[config.mk]
export PLATFORM = sky130hd
export DESIGN_NAME = bat_ctrl
export DESIGN_NICKNAME = d
export VERILOG_FILES = /design/src/design/bat_pkg.sv /design/src/design/bat_ctrl.sv
export SDC_FILE = /design/constraint.sdc
export NUM_CORES = 1
export LEC_CHECK = 0
export BUFFER_PORTS_ARGS = -buffer_cell sky130_fd_sc_hd__clkbuf_2
export CORE_MARGIN = 3
export CORE_UTILIZATION = 35
export DETAILED_ROUTE_END_ITERATION = 6
export GPL_ROUTABILITY_DRIVEN = 0
export HOLD_SLACK_MARGIN = 0.03
export PLACE_DENSITY_LB_ADDON = 0.25
export SLEW_MARGIN = 10
export SYNTH_ARGS = -nofsm -noshare
export SYNTH_HDL_FRONTEND = slang
export SYNTH_SLANG_ARGS = --single-unit
[constraint.sdc]
create_clock -name aclk -period 4.2 [get_ports aclk]
set_clock_uncertainty 0.05 [all_clocks]
set_input_delay 0.84 -clock aclk [delete_from_list [all_inputs] [get_ports aclk]]
set_output_delay 0.84 -clock aclk [all_outputs]
set_load 0.02 [all_outputs]
[src/design/bat_pkg.sv]
// Shared types and constants for the buddy allocator tree.
// Holds request codes, result status codes, the result record and the size rounding helper.
// No dependencies.
`default_nettype none

package bat_pkg;

    localparam logic REQ_ALLOC = 1'b0;
    localparam logic REQ_FREE  = 1'b1;

    typedef enum logic [1:0] {
        ST_OK      = 2'd0,
        ST_NOSPACE = 2'd1,
        ST_NOTHING = 2'd2
    } stat_t;

    typedef struct packed {
        logic [7:0] grant_offset;
        stat_t      status;
    } res_t;

    // Log2 of the request size rounded up to a power of two; sizes 0 and 1 both give 0.
    function automatic logic [3:0] size_log(input logic [8:0] size);
        logic [3:0] lg;
        lg = '0;
        for (int i = 0; i < 9; i++) begin
            if (size > 9'(1 << i)) begin
                lg = 4'(i + 1);
            end
        end
        return lg;
    endfunction

endpackage

`default_nettype wire

[src/design/bat_ctrl.sv]
// Tree walker of the buddy allocator: clearing pass, descent, upward search and merge climb.
// Drives the node memory through one read and one write port. Depends on bat_pkg.
`default_nettype none

module bat_ctrl #(
    parameter int TOTAL_UNITS = 256
) (
    input  wire logic                           aclk,
    input  wire logic                           aresetn,
    input  wire logic                           s_valid,
    output logic                                s_ready,
    input  wire logic                           s_req_type,
    input  wire logic [8:0]                     s_req_size,
    input  wire logic [7:0]                     s_req_offset,
    output logic                                res_valid,
    input  wire logic                           res_ready,
    output bat_pkg::res_t                       res,
    output logic                                mem_we,
    output logic [$clog2(TOTAL_UNITS):0]        mem_waddr,
    output logic [$clog2(TOTAL_UNITS):0]        mem_wdata,
    output logic                                mem_re,
    output logic [$clog2(TOTAL_UNITS):0]        mem_raddr,
    input  wire logic [$clog2(TOTAL_UNITS):0]   mem_rdata
);

    import bat_pkg::*;

    localparam int LVL   = $clog2(TOTAL_UNITS);
    localparam int VW    = LVL + 1;
    localparam int HW    = LVL + 1;
    localparam int NODES = 2 * TOTAL_UNITS - 1;
    localparam int CW    = (VW > 10) ? VW : 10;
    localparam int OW    = (LVL > 8) ? LVL : 8;
    localparam int LW    = $clog2(LVL + 1);

    typedef enum logic [7:0] {
        S_INIT = 8'b0000_0001,
        S_IDLE = 8'b0000_0010,
        S_ROOT = 8'b0000_0100,
        S_DOWN = 8'b0000_1000,
        S_SRCH = 8'b0001_0000,
        S_MARK = 8'b0010_0000,
        S_UP   = 8'b0100_0000,
        S_DONE = 8'b1000_0000
    } state_t;

    state_t          state_reg, state_next;
    logic [HW-1:0]   h_reg, h_next;
    logic [VW-1:0]   span_reg, span_next;
    logic [VW-1:0]   val_reg, val_next;
    logic [OW-1:0]   off_reg, off_next;
    logic [LW-1:0]   rem_reg, rem_next;
    logic [CW-1:0]   want_reg, want_next;
    logic            alloc_reg, alloc_next;
    res_t            res_reg, res_next;

    logic [HW-1:0]   h_inc;
    logic [HW-1:0]   left_child;
    logic [HW-1:0]   child;
    logic            take_left;
    logic [HW-1:0]   parent;
    logic [VW:0]     pair_sum;
    logic [VW:0]     pair_full;
    logic [VW-1:0]   merged;
    logic [3:0]      req_log;

    assign h_inc      = h_reg + HW'(1);
    assign left_child = {h_reg[HW-2:0], 1'b0};
    assign take_left  = CW'(mem_rdata) >= want_reg;
    assign child      = take_left ? left_child : (left_child | HW'(1));
    assign parent     = h_reg >> 1;
    assign req_log    = size_log(s_req_size);

    // Two buddies that are both whole merge back into their parent's full span.
    assign pair_sum  = {1'b0, val_reg} + {1'b0, mem_rdata};
    assign pair_full = {span_reg, 1'b0};
    always_comb begin
        if (pair_sum == pair_full) begin
            merged = pair_full[VW-1:0];
        end else if (val_reg > mem_rdata) begin
            merged = val_reg;
        end else begin
            merged = mem_rdata;
        end
    end

    assign s_ready   = (state_reg == S_IDLE);
    assign res_valid = (state_reg == S_DONE);
    assign res       = res_reg;

    always_comb begin
        state_next = state_reg;
        h_next     = h_reg;
        span_next  = span_reg;
        val_next   = val_reg;
        off_next   = off_reg;
        rem_next   = rem_reg;
        want_next  = want_reg;
        alloc_next = alloc_reg;
        res_next   = res_reg;
        mem_we     = 1'b0;
        mem_waddr  = '0;
        mem_wdata  = '0;
        mem_re     = 1'b0;
        mem_raddr  = '0;
        case (state_reg)
            S_INIT: begin
                mem_we    = 1'b1;
                mem_waddr = h_reg - HW'(1);
                mem_wdata = span_reg;
                h_next    = h_inc;
                // Each new level of the tree starts at a power-of-two node number.
                if ((h_inc & h_reg) == '0) begin
                    span_next = span_reg >> 1;
                end
                if (h_reg == HW'(NODES)) begin
                    state_next = S_IDLE;
                end
            end
            S_IDLE: begin
                if (s_valid) begin
                    alloc_next = (s_req_type == REQ_ALLOC);
                    if (s_req_type == REQ_ALLOC) begin
                        want_next  = CW'(1) << req_log;
                        rem_next   = LW'(LVL) - LW'(req_log);
                        span_next  = VW'(TOTAL_UNITS);
                        off_next   = '0;
                        mem_re     = 1'b1;
                        mem_raddr  = '0;
                        state_next = S_ROOT;
                    end else if (32'(s_req_offset) >= 32'(TOTAL_UNITS)) begin
                        res_next   = '{grant_offset: 8'd0, status: ST_NOTHING};
                        state_next = S_DONE;
                    end else begin
                        h_next     = HW'(s_req_offset) + HW'(TOTAL_UNITS);
                        span_next  = VW'(1);
                        mem_re     = 1'b1;
                        mem_raddr  = HW'(s_req_offset) + HW'(TOTAL_UNITS - 1);
                        state_next = S_SRCH;
                    end
                end
            end
            S_ROOT: begin
                if (CW'(mem_rdata) < want_reg) begin
                    res_next   = '{grant_offset: 8'd0, status: ST_NOSPACE};
                    state_next = S_DONE;
                end else begin
                    h_next   = HW'(1);
                    val_next = '0;
                    if (rem_reg == '0) begin
                        state_next = S_MARK;
                    end else begin
                        mem_re     = 1'b1;
                        mem_raddr  = HW'(1);
                        state_next = S_DOWN;
                    end
                end
            end
            S_DOWN: begin
                // The read data is the left child of h_reg.
                span_next = span_reg >> 1;
                if (!take_left) begin
                    off_next = off_reg + OW'(span_reg >> 1);
                end
                h_next   = child;
                rem_next = rem_reg - LW'(1);
                if (rem_reg == LW'(1)) begin
                    state_next = S_MARK;
                end else begin
                    mem_re    = 1'b1;
                    mem_raddr = {child[HW-2:0], 1'b0} - HW'(1);
                end
            end
            S_SRCH: begin
                // The read data is the node at h_reg; the parent is read as the walk climbs to it.
                if (mem_rdata == '0) begin
                    val_next   = span_reg;
                    state_next = S_MARK;
                end else if (h_reg == HW'(1)) begin
                    res_next   = '{grant_offset: 8'd0, status: ST_NOTHING};
                    state_next = S_DONE;
                end else begin
                    h_next    = parent;
                    span_next = span_reg << 1;
                    mem_re    = 1'b1;
                    mem_raddr = parent - HW'(1);
                end
            end
            S_MARK: begin
                mem_we    = 1'b1;
                mem_waddr = h_reg - HW'(1);
                mem_wdata = val_reg;
                if (h_reg == HW'(1)) begin
                    res_next.grant_offset = alloc_reg ? off_reg[7:0] : 8'd0;
                    res_next.status       = ST_OK;
                    state_next            = S_DONE;
                end else begin
                    mem_re     = 1'b1;
                    mem_raddr  = (h_reg ^ HW'(1)) - HW'(1);
                    state_next = S_UP;
                end
            end
            S_UP: begin
                // The read data is the buddy of h_reg; the parent takes the merged value.
                mem_we    = 1'b1;
                mem_waddr = parent - HW'(1);
                mem_wdata = merged;
                val_next  = merged;
                span_next = span_reg << 1;
                h_next    = parent;
                if (parent == HW'(1)) begin
                    res_next.grant_offset = alloc_reg ? off_reg[7:0] : 8'd0;
                    res_next.status       = ST_OK;
                    state_next            = S_DONE;
                end else begin
                    mem_re    = 1'b1;
                    mem_raddr = (parent ^ HW'(1)) - HW'(1);
                end
            end
            S_DONE: begin
                if (res_ready) begin
                    state_next = S_IDLE;
                end
            end
            default: begin
                state_next = S_IDLE;
            end
        endcase
    end

    always_ff @(posedge aclk) begin
        if (!aresetn) begin
            state_reg <= S_INIT;
            h_reg     <= HW'(1);
            span_reg  <= VW'(TOTAL_UNITS);
        end else begin
            state_reg <= state_next;
            h_reg     <= h_next;
            span_reg  <= span_next;
        end
    end

    always_ff @(posedge aclk) begin
        val_reg   <= val_next;
        off_reg   <= off_next;
        rem_reg   <= rem_next;
        want_reg  <= want_next;
        alloc_reg <= alloc_next;
        res_reg   <= res_next;
    end

endmodule

`default_nettype wire

# Word level (Yosys, flattened, before mapping)
# Cells that the tools add are included.
[classes] n_mux=74 add_sub_neg=12 div=0 multipliers=0 eq_ne=30 n_bitwise=4 n_shift=1 n_lt_le_gt_ge=12 reduce_logical=19
[ops] cell="$mux W9" count=21
[ops] cell="$pmux W9 S6" count=2
[ops] cell="$mux W8" count=13
[ops] cell="$pmux W8 S8" count=1
[ops] cell="$pmux W9 S3" count=2
[ops] cell="$mux W10" count=5
[ops] cell="$pmux W9 S5" count=1
[ops] cell="$pmux W10 S4" count=1
[ops] cell="$ne A2 B2 Y1 const B" count=14
[ops] cell="$sub A9 B1 Y9 const B" count=3
[ops] cell="$logic_not A9 Y1" count=2
[ops] cell="$pmux W9 S2" count=1
[ops] cell="$reduce_and A6 Y1" count=3
[ops] cell="$sub A8 B1 Y9 const B" count=2
[ops] cell="$eq A8 B1 Y1 const B" count=2
[ops] cell="$mux W4" count=4
[ops] cell="$pmux W8 S2" count=1
[ops] cell="$mux W1" count=12
[ops] cell="$mux W3" count=4
[ops] cell="$add A9 B9 Y10" count=1
[ops] cell="$eq A10 B10 Y1" count=1
[ops] cell="$ge A9 B10 Y1" count=1
[ops] cell="$lt A9 B10 Y1" count=1
[ops] cell="$shl A1 B4 Y10 const A" count=1
[ops] cell="47 further kinds" count=53
[word_totals] word_cells=162 romBits=0 mem_count=0 ram_bits=0 ff_bits=68 latchBits=0 out_inout_bits=41

# Depth between registers and ports, before layout
[logic_depth] ltp_word=14 ltp_mapped=12

# Worst setup path after synthesis
# No wires, ideal clock.
[synth_path] kind="in2out" from="in mem_rdata[0]" to="out mem_wdata[0]" stages=11 t_arrival_ns=3.069 setup_slack_ns=0.241 cell_sequence="ha_1 inv_1 fa_1 xor2_1 o211ai_1 a221oi_1 nor4b_2 nand4_2 nor2_2 buf_4 o21ai_0"
[synth_via] elab_chain_len=4
[synth_lines] element="start: declaration" line_no="bat_ctrl.sv:23" rtl="input wire logic [$clog2(TOTAL_UNITS):0] mem_rdata"
[synth_lines] element="$add A9 B9 Y10 or $gt A9 B9 Y1 (tied branches)" line_no="bat_ctrl.sv:75, bat_ctrl.sv:80"
[synth_lines] element="$eq A10 B10 Y1 or $mux W9 (tied branches)" line_no="bat_ctrl.sv:78, bat_ctrl.sv:80"
[synth_lines] element="$mux W9 *" line_no="bat_ctrl.sv:78" rtl="if (pair_sum == pair_full) begin"
[synth_lines] element="$pmux W9 S3 *" line_no="bat_ctrl.sv:106" rtl="case (state_reg)"
[synth_lines] element="end: declaration" line_no="bat_ctrl.sv:20" rtl="output logic [$clog2(TOTAL_UNITS):0] mem_wdata,"
# Mark *: on every way between the ends. The rest lies on a longest branch, timed or not.

# Final worst setup path
[layout_path] from="in mem_rdata[2]" to="out mem_wdata[8]"
# Same word-level chain as after synthesis.

==> run summary <==
The number of max-cap violations came out at 0. The total leakage power came out at 0.003328 uW. In this run, synthesis inferred 42 flip-flops with an integrated enable. The antenna violation net count after detailed routing is 0. The area of the die came out at 20230 sq um. Synthesis produced 767 cells. The hold violation count in the final report is 0. In this run the worst hold path is classified as reg -> reg. The post-synthesis average cell area came out at 8.470 sq um.

Setup repair after global routing could not meet its margin everywhere. The post-synthesis async set-or-reset flop share is 0. The buffer depth of the longest clock path came out at 2. The clock-pin slew reported for the worst setup and hold paths after clock tree synthesis came out at 70 ps. The first-pass iteration count of the detailed router is 5.

The cell at the root of the clock tree is clkbuf_16. The number of antenna violations at the first check in global routing came to 0. The H-tree depth is 3. Setup violations remaining at the end of the flow were counted as 0. The first-pass GRT wire length is 31.47 mm. The final global-route overflow total came out at 0. The total number of yosys warnings is 0. In this run the count of I/O pins placed on the die edge is 72.

The post-synthesis register bit count came out at 68. Of the synthesized area, sequential elements account for 0.2743. The critical path is of the in -> out type.

The later pin in the worst-skew pair is clocked with a latency of 340 ps. The number of hold buffers added after CTS was 0. The achievable clock frequency is 241.8 MHz.

In the final design database the tool counted 953 nets. The total power per unit cell area is 426.8 nW/um^2. The DRC violation count after routing is 0. The clock period could shrink to 4135 ps. The total negative setup slack is 0 ps.

Counting every sink on the clock net gives 68. At the worst endpoint, the required time is 3310 ps. The worst-case reg-to-reg path depth is 13. The launching element type of the critical path is a primary input. The distinct cell type count after synthesis is 75. The routed via count came out at 6339. The post-detailed-route wirelength per cell is 18.22 um. The dominant register cell in the synthesized netlist is edfxtp_1. The total power consumption of the routed design is 3335 uW. The number of buffer cells added on primary ports is 71.

The worst supply voltage drop on vdd is 311.3 uV. The placed wire-length estimate after detailed placement came out at 14.99 mm. Data on the critical path arrives at its endpoint at 3240 ps.

The floorplan die width is 142.2 um. The diode insertion count for antenna repair is 0. The floorplan die height came out at 142.2 um. The flow ran to the end, and the final reports show no timing, DRC or antenna violations. The first routing iteration left 466 violations. The worst setup path is captured at an output port. The effective utilization at floorplan came out at 0.3592.

Along the worst path, the maximum fanout reaches 6. After floorplanning, the core was sized to cover 18090 sq um. The signed area change from the synthesized netlist to the final layout came out at 20.28%. The clock tree from TritonCTS is yes. The combined area of all synthesized cells came out at 6496 sq um. For the pin with the worst max-slew slack, the measured transition is 732.4 ps. Entering global routing, the biggest net connects 27 pins. Dividing the final minimum period by the clock period gives 0.9845. The number of global-route vias before repair is 5947.

The fraction of layout instances using a drive strength above 1 came out at 0.2127. The placement row count is 49. Measured against its own limit, the worst slew margin works out to 0.5102. The overall fraction of global-route tracks in use is 0.1946. The via count normalized by instance count is 5.794. The total routed wirelength is 19.94 mm. The max-slew violation count is 0. The post-synth net total is 860.

The worst hold path cell count is 1. The TritonCTS buffer count came out at 9.
path summary, 6_finish.rpt:
kind                 from           end  slack [ps]
max          mem_rdata[2]  mem_wdata[8]          70
min            off_reg[6]        res[8]         510
max reg2reg    val_reg[0]    val_reg[4]        1140
min reg2reg    off_reg[6]        res[8]         510
cells in the mapped netlist, types with 17 or more instances:
cell      instances  area, sq um
a21oi_1          44        220.2
and2_1           18        112.6
and3_1           17        106.4
clkbuf_1         27        101.4
dfxtp_1          26        520.5
edfxtp_1         42         1261
ha_1             60        750.7
inv_1            46        172.7
nand2_1          52        195.2
nand3_1          28        140.1
nor2_1           59        221.5
nor2b_1          20        125.1
o21ai_0          24        120.1
xnor2_1          22        192.7
xor2_1           27        236.5
final cells by class:
class	instances	area (sq um)
flip-flops and latches	68	1782
clock inverters	7	81.33
inverters	47	176.4
repair buffers	126	805.8
well taps	229	286.5
clock buffers	9	225.2
fillers	1821	10270
multi-input cells	608	4457
critical path, stage by stage:
cell and delay (ps):
clkbuf_2 110, inv_1 60, ha_1 380, nor2b_1 180, a211o_1 320, a211o_1 270, o211ai_1 130, nand4_2 210
buf_6 190, o211ai_1 300, nand3_2 110, buf_6 140
per-stage QoR:
step	cells	area [sq um]	setup slack (ps)	hold slack [ps]	util
2_1_floorplan	767	6496	240.9	479.1	-
3_3_place_gp	1076	7336	-54.90	499.7	0.4056
3_5_place_dp	1076	7336	-23.30	502.7	0.4056
4_1_cts	1092	7652	6.027	518.3	0.4231
5_1_grt	1094	7814	-93.99	542.3	0.4320
6_report	1094	7814	65.19	511.4	0.4320
cell usage in the layout (no fill, tap or decap), types with 6 or more instances in the layout:
master / netlist / routed
nand3_1: 28 / 27
xor2_1: 27 / 26
o211a_1: 9 / 9
or2b_1: 6 / 6
and3_1: 17 / 17
o211ai_1: 15 / 15
o31ai_1: 15 / 11
buf_4: 1 / 56
clkbuf_16: 0 / 9
o22ai_1: 16 / 16
a21o_1: 6 / 6
a22oi_1: 13 / 13
a222oi_1: 8 / 8
nor2b_1: 20 / 20
o21ai_0: 24 / 23
ha_1: 60 / 58
edfxtp_1: 42 / 42
nand2b_1: 16 / 16
nor3_1: 16 / 16
nand2_1: 52 / 50
and2_1: 18 / 18
o31a_1: 16 / 16
a21oi_1: 44 / 43
nor2_1: 59 / 59
xnor2_1: 22 / 21
clkbuf_2: 0 / 61
inv_1: 46 / 44
a221o_1: 8 / 8
nor4_1: 9 / 8
dfxtp_1: 26 / 26
kinds of logic after synthesis:
| kind of cell | Yosys count | share of synthesized area |
|---|---|---|
| XOR/XNOR | 49 | 0.06606 |
| buffers and inverters | 91 | 0.05797 |
| AO/OA/AOI/OAI | 215 | 0.2419 |
| multiplexers | 5 | 0.007897 |
| flip-flops | 68 | 0.2743 |
| AND/OR/NAND/NOR | 277 | 0.2302 |
| adder cells (fa/ha/maj) | 62 | 0.1217 |
what timing repair did:
action / CTS / global route
resized for setup: 3 / 46
endpoints found under the setup margin: 3 / 12
buffers inserted: 0 / 1
pin swaps: 0 / 15
gates cloned: 0 / 1
layer usage:
metal | global-route usage | vias up | wire [um]
met5 | 0 | - | 0
met4 | 0.06212 | 0 | 516
met3 | 0.03864 | 39 | 1310
met2 | 0.3143 | 245 | 9235
met1 | 0.2622 | 3019 | 8876
li1 | - | 3036 | -
report_power, final:
part	leakage [uW]	switching (uW)	total (uW)	internal, uW
sequential	0.000554	105	871	766
clock	0.000147	330	800	469
combinational	0.00263	971	1660	694
Power figures use the tool's default switching activity.
